==> config.mk <==
export PLATFORM = sky130hd
export DESIGN_NAME = rbst_slab
export DESIGN_NICKNAME = d
export VERILOG_FILES = /design/src/rtl/rbst_slab.sv
export SDC_FILE = /design/constraint.sdc
export NUM_CORES = 2
export LEC_CHECK = 0
export ABC_AREA = 1
export BUFFER_PORTS_ARGS = -buffer_cell sky130_fd_sc_hd__buf_2
export CAP_MARGIN = 15
export CORE_ASPECT_RATIO = 0.9
export CORE_MARGIN = 5
export CORE_UTILIZATION = 60
export DETAILED_ROUTE_END_ITERATION = 8
export PLACE_DENSITY = 0.76
export SLEW_MARGIN = 5
export SYNTH_ARGS = -nofsm -noshare
export SYNTH_HDL_FRONTEND = slang
export SYNTH_SLANG_ARGS = --single-unit
export TNS_END_PERCENT = 10
==> constraint.sdc <==
create_clock -name clk -period 13.8 [get_ports clk]
set_input_delay 2.07 -clock clk [delete_from_list [all_inputs] [get_ports clk]]
set_output_delay 2.07 -clock clk [all_outputs]
set_load 0.02 [all_outputs]
==> src/rtl/rbst_slab.sv <==
// ============================================================================
// rbst_slab
// One axis: bound differences, products with the reciprocal, then ordering
// into near/far parameters. Three register stages.
// ============================================================================
module rbst_slab #(
    parameter int COORD_WIDTH = 24,
    parameter int RECIP_WIDTH = 32,
    localparam int DIFF_W = COORD_WIDTH + 1,
    localparam int PROD_W = COORD_WIDTH + RECIP_WIDTH + 1
) (
    input  logic                          clk,
    input  logic signed [COORD_WIDTH-1:0] bound_min,
    input  logic signed [COORD_WIDTH-1:0] bound_max,
    input  logic signed [COORD_WIDTH-1:0] origin,
    input  logic signed [RECIP_WIDTH-1:0] recip,
    output logic signed [PROD_W-1:0]      lo,
    output logic signed [PROD_W-1:0]      hi
);

    logic signed [DIFF_W-1:0] diff_a_reg;
    logic signed [DIFF_W-1:0] diff_b_reg;
    logic signed [DIFF_W-1:0] diff_a_next;
    logic signed [DIFF_W-1:0] diff_b_next;
    logic signed [PROD_W-1:0] prod_a_reg;
    logic signed [PROD_W-1:0] prod_b_reg;
    logic signed [PROD_W-1:0] prod_a_next;
    logic signed [PROD_W-1:0] prod_b_next;
    logic signed [PROD_W-1:0] lo_reg;
    logic signed [PROD_W-1:0] hi_reg;
    logic signed [PROD_W-1:0] lo_next;
    logic signed [PROD_W-1:0] hi_next;

    always_comb
    begin
        diff_a_next = DIFF_W'(bound_min) - DIFF_W'(origin);
        diff_b_next = DIFF_W'(bound_max) - DIFF_W'(origin);
    end

    // exact signed product, DIFF_W x RECIP_WIDTH
    always_comb
    begin
        prod_a_next = PROD_W'(diff_a_reg) * PROD_W'(recip);
        prod_b_next = PROD_W'(diff_b_reg) * PROD_W'(recip);
    end

    always_comb
    begin
        if (prod_a_reg <= prod_b_reg)
        begin
            lo_next = prod_a_reg;
            hi_next = prod_b_reg;
        end
        else
        begin
            lo_next = prod_b_reg;
            hi_next = prod_a_reg;
        end
    end

    always_ff @(posedge clk)
    begin
        diff_a_reg <= diff_a_next;
        diff_b_reg <= diff_b_next;
        prod_a_reg <= prod_a_next;
        prod_b_reg <= prod_b_next;
        lo_reg     <= lo_next;
        hi_reg     <= hi_next;
    end

    assign lo = lo_reg;
    assign hi = hi_reg;

endmodule

==> out/qor.yml <==
global_routing:
  grtUsageTotal_pct: 37.13
  grtUsageMet2_pct: 57.30
  grt_pass1_wl_um: 356000
  use_met1_pct: 51.17
  met3_usage_pct: 8.490
  busiest_layer: "met2"
  grt_max_degree: 115
  antenna_found_initial: 1
  grt_pass1_vias: 62230
  grt_remaining_overflow: 0
sta:
  slew_violations: 0
  slew_headroom_pct: 16.14
  hold_ws_ns: 0.4712
  setup-tns-final_ns: 0
  finalClockSkew_ns: 0.04963
  period_share_pct: 65.75
  grt_setup_unrepaired: "false"
  fmax_mhz: 110.2
  period_needed_ns: 9.073
  setup_viol: 0
  final-hold-violation-count: 0
  worst_pin_slew_ns: 1.258
worst_setup_path:
  worstSetupPathType: "in2reg"
  cp-startpoint: "recip[31]"
  rr_startpoint: "diff_b_reg[1]"
  crit_fanout: 50
  reg2reg_depth: 19
  crit_end: "prod_a_reg[47]"
  regToRegSetupSlack_ns: 5.71
  cp.arrival_ns: 9.53
  cp.required_ns: 14.26
  reg2reg_to: "prod_b_reg[46]"
  startpoint_type: "primary input"
  critPathCaptureType: "flop"
clocking:
  clkSlewWorstSetupHoldPaths_ns: 0.06
  root_buffer: "clkbuf_16"
  post-cts-setup-buffers: 0
  h-tree-depth: 2
  hold_buffers: 0
  clockBufferDepth: 3
  insertion_delay_ns: 0.60
  post_cts_resized: 0
  cts_buffers: 35
  clock-sinks: 278
  cts_tree: "yes"
synthesis:
  postSynthAreaPerCell_um2: 7.881
  syn_inst: 8999
  synth_area_um2: 70920
  synth_top_area_share_pct: 46.29
  synth_top_cell_by_area: "fa_1"
  synth-seq-cells: 278
  synth_common_cells: "inv_1, nand2_1, fa_1"
  synth-edff-count: 0
  post-synth-top-count-cell: "inv_1"
  yosysSeqAreaShare_pct: 7.847
  async_flop_share_pct: 0
  ys_types: 37
  ys_warn_count: 0
  synth_area_leaders: "fa_1, inv_1, nand2_1, dfxtp_1, ha_1"
  syn-num-nets: 11160
  synth_ff_type: "dfxtp_1"
detailed_routing:
  drc: 0
  dr.first_iter.drc_count: 5727
  vias: 58020
  drtPass1Iterations: 6
  ant_nets: 0
  routed_wl_um: 224600
  vias_per_cell: 5.516
  routedWlPerCell_um: 21.35
hold_path:
  hold_path.class: "reg2reg"
status:
  outcome: "complete, no violations"
floorplan:
  initial_core_util_pct: 60.53
  die_y_um: 336.2
  die_area_um2: 125200
  ios: 219
  die_width_um: 372.4
  rows: 119
  core_region_area_um2: 117200
place:
  gp_congestion: 1.095
  port_buffers: 218
  hpwl_um: 178000
job:
  max_cap_viol_count: 0
finish:
  drive_above_1_share_pct: 4.059
  nets: 11080
  synthToLayoutAreaGrowth_pct: 4.498
  fillers: 10310
-- cell type report --
cell class | count | area (µm²) | area share (%)
inverters | 2688 | 10090 | 13.61
repair buffers | 266 | 1496 | 2.019
well taps | 1573 | 1968 | 2.656
multi-input cells | 5651 | 53780 | 72.56
clock inverters | 20 | 241.5 | 0.3258
clock buffers | 40 | 924.6 | 1.248
flip-flops and latches | 278 | 5607 | 7.565
diodes | 3 | 7.507 | 0.01013
-- worst min path at each step --
stage | slack (ns) | start | cells past startpoint | end
after floorplan | 0.44 | prod_b_reg[52] | 2 | hi[52]
after global placement | 0.46 | prod_b_reg[2] | 2 | hi[2]
after detailed placement | 0.46 | prod_b_reg[1] | 2 | hi[1]
after CTS | 0.47 | prod_b_reg[1] | 2 | hi[1]
after global routing | 0.49 | prod_a_reg[23] | 2 | lo[23]
final | 0.47 | prod_b_reg[1] | 2 | hi[1]
-- critical path, stage by stage --
cell and delay (ns):
buf_2 0.08, buf_4 0.49, nand2_1 0.18, inv_1 0.18, fa_1 0.57, fa_1 0.75, inv_1 0.25, fa_1 0.51
inv_1 0.41, fa_1 0.54, fa_1 0.56, fa_1 0.42, fa_1 0.44, ha_1 0.51, nand2_1 0.18, nor2_1 0.22
inv_1 0.13, o21ai_0 0.40, nor2_1 0.09, nand3_1 0.22, xor2_1 0.27
-- per-stage QoR --
step | setup WS [ns] | area (µm²) | instances | util, %
3_3_place_gp | 4.186 | 72910 | 10460 | 62.22
2_1_floorplan | 5.582 | 70920 | 8999 | -
6_report | 4.727 | 74110 | 10520 | 63.25
5_1_grt | 4.356 | 74110 | 10520 | 63.24
4_1_cts | 4.778 | 74080 | 10520 | 63.22
3_5_place_dp | 4.207 | 72910 | 10460 | 62.22
-- metal layers --
metal / up-vias / share of wire [%]
met5: - / 0.0058
met4: 2 / 5.2
met3: 646 / 12
met2: 3420 / 44
met1: 28660 / 39
li1: 25290 / -
-- cells by family (layout without fill, tap and decap cells) --
family / after synthesis / count (layout) / synth area share (%)
simple gates: 2981 / 2981 / 16.70
flops: 278 / 278 / 7.847
xor+xnor: 148 / 148 / 1.828
other cells: 0 / 3 / 0
compound gates: 467 / 467 / 3.664
buf+inv: 3070 / 3014 / 16.35
fa+ha+maj: 2055 / 2055 / 53.61
-- placed cells by master, fill, tap and decap left out, types with 4 or more instances in the layout --
cell type  Yosys  layout
inv_1       2686    2686
dfxtp_1      278     245
nor3_1        44      44
a21boi_0       5       5
a31oi_1       20      20
buf_4          2      57
o21bai_1      38      38
fa_1        1640    1640
a211oi_1       6       6
nand4_1      144     144
o21ai_0      128     128
nor2_1       341     341
buf_2         12     208
clkinv_2       0       6
nand3b_1       7       7
clkinv_4       0       4
and3_1         5       5
ha_1         415     415
a21oi_1      226     226
nor4_1         5       5
xor2_1        96      96
a21o_1        22      22
o211ai_1       6       6
xnor2_1       52      52
o21a_1        10      10
clkbuf_16      0      35
nand3_1      121     121
nand2_1     2305    2305
dfxtp_2        0      33
Power is left out: the tool's default activity adds up to more than one toggle a clock period on the data nets, which glitch-free logic cannot reach.
