--- config.mk ---
export PLATFORM = sky130hd
export DESIGN_NAME = rbst_merge
export DESIGN_NICKNAME = d
export VERILOG_FILES = /design/src/rtl/rbst_pkg.sv /design/src/rtl/rbst_merge.sv
export SDC_FILE = /design/constraint.sdc
export NUM_CORES = 1
export LEC_CHECK = 0
export BUFFER_PORTS_ARGS = -buffer_cell sky130_fd_sc_hd__buf_2
export CORE_ASPECT_RATIO = 0.75
export CORE_MARGIN = 2
export CORE_UTILIZATION = 56
export DETAILED_ROUTE_END_ITERATION = 8
export PLACE_DENSITY = 0.85
export SYNTH_ARGS = -nofsm -noshare
export SYNTH_HDL_FRONTEND = slang
export SYNTH_SLANG_ARGS = --single-unit
--- constraint.sdc ---
create_clock -name clk -period 3.5 [get_ports clk]
set_input_delay 0.525 -clock clk [delete_from_list [all_inputs] [get_ports clk]]
set_output_delay 0.525 -clock clk [all_outputs]
set_load 0.02 [all_outputs]
--- src/rtl/rbst_pkg.sv ---
// ============================================================================
// rbst_pkg
// Shared types and constants for the ray/box slab test pipeline.
// ============================================================================
package rbst_pkg;

    localparam int CFG_INDEX_W = 3;

    typedef enum logic [CFG_INDEX_W-1:0] {
        REG_ORIGIN_X      = 3'd0,
        REG_ORIGIN_Y      = 3'd1,
        REG_ORIGIN_Z      = 3'd2,
        REG_RECIP_DIR_X   = 3'd3,
        REG_RECIP_DIR_Y   = 3'd4,
        REG_RECIP_DIR_Z   = 3'd5,
        REG_SKIP_VERTICAL = 3'd6
    } cfg_reg_t;

    // travels alongside the data; valid goes through every stage, skip_y up to the y merge
    typedef struct packed {
        logic valid;
        logic skip_y;
    } ctl_t;

endpackage

--- src/rtl/rbst_merge.sv ---
// ============================================================================
// rbst_merge
// Combines the per-axis intervals and makes the hit decision.
// Three register stages.
// ============================================================================
module rbst_merge #(
    parameter int PROD_W = 57
) (
    input  logic                     clk,
    input  logic                     rst_n,
    input  rbst_pkg::ctl_t           ctl_in,
    input  logic signed [PROD_W-1:0] lo_x,
    input  logic signed [PROD_W-1:0] hi_x,
    input  logic signed [PROD_W-1:0] lo_y,
    input  logic signed [PROD_W-1:0] hi_y,
    input  logic signed [PROD_W-1:0] lo_z,
    input  logic signed [PROD_W-1:0] hi_z,
    output logic                     done,
    output logic                     hit
);

    rbst_pkg::ctl_t           ctl4_reg;
    logic                     valid5_reg;
    logic                     done_reg;
    logic signed [PROD_W-1:0] enter_xz_reg;
    logic signed [PROD_W-1:0] leave_xz_reg;
    logic signed [PROD_W-1:0] lo_y_reg;
    logic signed [PROD_W-1:0] hi_y_reg;
    logic signed [PROD_W-1:0] enter_reg;
    logic signed [PROD_W-1:0] leave_reg;
    logic                     hit_reg;
    logic signed [PROD_W-1:0] enter_xz_next;
    logic signed [PROD_W-1:0] leave_xz_next;
    logic signed [PROD_W-1:0] enter_next;
    logic signed [PROD_W-1:0] leave_next;
    logic                     hit_next;

    always_comb
    begin
        enter_xz_next = (lo_x >= lo_z) ? lo_x : lo_z;
        leave_xz_next = (hi_x <= hi_z) ? hi_x : hi_z;
    end

    always_comb
    begin
        enter_next = enter_xz_reg;
        leave_next = leave_xz_reg;
        if (!ctl4_reg.skip_y)
        begin
            if (lo_y_reg > enter_xz_reg)
            begin
                enter_next = lo_y_reg;
            end
            if (hi_y_reg < leave_xz_reg)
            begin
                leave_next = hi_y_reg;
            end
        end
    end

    // max(enter, 0) <= leave
    assign hit_next = (enter_reg <= leave_reg) && !leave_reg[PROD_W-1];

    always_ff @(posedge clk)
    begin
        enter_xz_reg <= enter_xz_next;
        leave_xz_reg <= leave_xz_next;
        lo_y_reg     <= lo_y;
        hi_y_reg     <= hi_y;
        enter_reg    <= enter_next;
        leave_reg    <= leave_next;
        hit_reg      <= hit_next;
    end

    always_ff @(posedge clk or negedge rst_n)
    begin
        if (!rst_n)
        begin
            ctl4_reg   <= '0;
            valid5_reg <= 1'b0;
            done_reg   <= 1'b0;
        end
        else
        begin
            ctl4_reg   <= ctl_in;
            valid5_reg <= ctl4_reg.valid;
            done_reg   <= valid5_reg;
        end
    end

    assign done = done_reg;
    assign hit  = hit_reg;

endmodule

==> results.md <==
- Vias in the first global route: approximately 15000
- Drt first pass iters: 5
- HP Class: in2reg
- Fraction of layout cells with a size suffix above 1: between 20% and 30%
- Core Rows: 56
- Seq/Total Area, Yosys: a little under 40%
- Crit Path Class: reg2reg
- Fin crit share: between 90% and 100%
- Final WL: ~50 mm
- Global-route wire length before repair: 75.7 mm
- Post-Syn Nets: around 2500
- Setup violations, final: 0
- Met3 Usage GRT: about 5.2%
- Static Leak: ~11 nW
- Via Count: 15100
- CP Cell Sequence: inv_1 > ha_1 > nand4_1 > nor3_1 > o21ai_0 > nor4bb_1 > buf_4 > o31a_2 > buf_12 > a21bo_2 > buf_4 > a221o_1
- Final hold slack: around 0.098 ns
- DRT iter0 DRCs: 953
- Final Critical Period: 3.38 ns
- Grt total ovfl: 0
- Commonest non-fill, non-tap cell in the layout: inv_1
- Global routing met2 resource utilization: 49.9%
- Vias per Instance: 5.65
- Crit end category: flip-flop
- Mapped Area: about 0.018 sq mm
- Most frequent cells in the layout: 351 x inv_1, 347 x buf_2, 343 x dfxtp_1
- GRT Resource Usage Total: approximately 28%
- DR WL/cell: 18.3 um
- Ports: 348
- Max Clock Freq: 0.295 GHz
- CP max stage cell: a221o_1
- Unrepaired setup endpoints after global routing: false
- Pin count of the biggest net entering global routing: 59
- Async SR Flop Fraction: ~1.2%
- Clock power share: 33.1%
- Status: finished, final reports clean
- Worst R2R Path Depth: 12
- Ys Warns: 0
- Register bit total from synthesis: between 300 and 400
- Combinational power share: around a quarter
- Gpl congestion: about 0.93
- Worst path buffer plus inverter count: 4
- Met1 GRT Util: 34.1%
- GRT busiest layer: met2
- Fin nets: between 2000 and 3000
- Predominant post-synthesis flop cell: dfxtp_1
- Switching pwr: around 3.6 mW
- Power Internal: around 8.5 mW
- Num Clock Sinks: roughly 350
- Peak supply drop: 0.000396 V
- Max incr delay on CP: 0.42 ns
- Die height: around 160 um
- Worst setup SP type: flip-flop
- Critical Path Most Common Cell: buf_4
- Layout Cells excl Fill: 2670
- Final WS setup: 0.115 ns
- Initial core utilization: a little under three fifths
- Crit path max-delay family: compound AO/OA/AOI/OAI gates
- Crit path depth: 12
- Die area: around 0.034 sq mm
- DRC: 0
- Switching part of the total: approximately 30%
- Max-cap violations: 0
- Filler instances: ~2400
- Dpl hpwl: 38.1 mm
- Hold Path Depth: 1
- Slew Limit Headroom: 46.2%
- Post-synth EDFFs: 0
- Layout Skew: around 0.016 ns
- Sequential Power Share: approximately two fifths
- Core area: 0.0315 sq mm
- Clk buf depth: 3
- Root buf cell: clkbuf_16
- CTS tree: done
- Area growth syn-to-layout: 19.5%
- Crit Path Max Fanout: 58
- Mean post-synth cell area: just under 10 sq um
- WP data arrival: approximately 3.8 ns
- Final hold violation count: 0
- Die width: between 200 and 250 um
- Synth unique cells: 57
- Post-Synthesis Cells: ~1900
- Pre-CTS WS: -0.00425 ns
- Initial antenna violation count: 8
- Worst Path Required: 3.89 ns
- Max Transition Viols Final: 0
- Count of buffers from port buffering: between 300 and 400
- Clock transition at the registers of the reported paths: ~0.060 ns
- Routed Antenna Nets: 0
- Placed cell count: approximately 2600
- TritonCTS buffer count: 36
- Post-CTS setup buffer count: 0
- Pwr Density: roughly 560 mW/mm^2
- Clock Latency Late Sink: 0.53 ns
- Worst slew pin tran: about 0.8 ns
- Htree depth: 2
per-stage QoR:
step | instance area (sq um) | setup TNS [ns] | total power [mW] | util (%)
2_1_floorplan | 18100 | 0 | 7.04 | -
3_3_place_gp | 20400 | 0 | 7.94 | 64.6
3_5_place_dp | 20400 | -0.00425 | 8.13 | 64.6
4_1_cts | 21600 | 0 | 12.2 | 68.5
5_1_grt | 21600 | 0 | 12.8 | 68.6
6_report | 21600 | 0 | 12.1 | 68.6
cells in the mapped netlist (all sizes together), types with 2 or more instances:
cell     count  area (sq um)
nor2        75           282
mux2       116          1420
ha         284          3550
nand2       51           191
o22ai        2          12.5
a2111oi      5          43.8
a21boi       4          30.0
nor4         8          56.3
nand3b      59           443
nor2b       10          62.6
a221oi       6          52.6
a221o       61           611
nor3b        2          15.0
and2         2          12.5
nor3         9          45.0
a211oi       8          60.1
and3         5          31.3
inv        351          1320
or3          2          12.5
a21o        45           338
and4        15           131
dfxtp      343          6870
o31ai       60           450
a211o        2          17.5
clkbuf      35           131
a21oi       96           480
o21ai       42           210
o21a         5          37.5
nand2b       4          25.0
xnor2        2          17.5
buf         31           219
nand4       45           282
o211ai       3          22.5
dfrtp        4           100
nand3       79           395
or2          2          12.5
cells by family after synthesis:
| family | synth area share (%) |
|---|---|
| compound gates | 13.6 |
| flops | 38.5 |
| mux | 7.91 |
| xor+xnor | 0.0967 |
| simple gates | 11.1 |
| buf+inv | 9.21 |
| fa+ha+maj | 19.6 |
path summary, 6_finish.rpt:
kind                                         endpoint                      from  slack [ns]
min in group asynchronous        valid5_reg$_DFF_PN0_                     rst_n        0.32
worst max register to register  enter_reg[39]$_DFF_P_  enter_xz_reg[14]$_DFF_P_        0.12
worst min register to register   valid5_reg$_DFF_PN0_     ctl4_reg[1]$_DFF_PN0_        0.34
worst max-delay path            enter_reg[39]$_DFF_P_  enter_xz_reg[14]$_DFF_P_        0.12
worst min-delay path            ctl4_reg[0]$_DFF_PN0_                 ctl_in[0]         0.1
max in group asynchronous       ctl4_reg[0]$_DFF_PN0_                     rst_n        3.05
final cells by class:
type / count / area, sq um / area share (%)
clock buffers: 46 / 1030 / 4.76
well taps: 406 / 508 / 2.35
diodes: 4 / 10.0 / 0.0463
multi-input cells: 1122 / 9540 / 44.1
flip-flops and latches: 347 / 6970 / 32.2
inverters: 351 / 1320 / 6.09
clock inverters: 16 / 208 / 0.960
repair buffers: 378 / 2060 / 9.52
repair_timing:
item                                   in CTS  in global routing
setup endpoints to repair                   5                 68
resized for setup                           1                  3
endpoints found under the hold margin       4                  0
hold buffers                                1                  0
power by group through the flow:
stage          Combinational (mW)  Clock (mW)  Sequential, mW
2_1_floorplan                2.21           0            4.82
3_3_place_gp                 2.98           0            4.96
3_5_place_dp                 3.16           0            4.96
4_1_cts                      3.21        4.07            4.88
5_1_grt                      3.62        4.26            4.93
6_report                     3.22        4.01            4.88
layer usage:
metal / wire [um] / up-vias / share of wire, %
met4: 1560 / 8 / 3.2
li1: - / 7307 / -
met5: 49 / - / 0.10
met2: 24000 / 527 / 49
met1: 20200 / 7125 / 41
met3: 3080 / 125 / 6.3
Note: power is estimated with default switching activity, not from simulation.
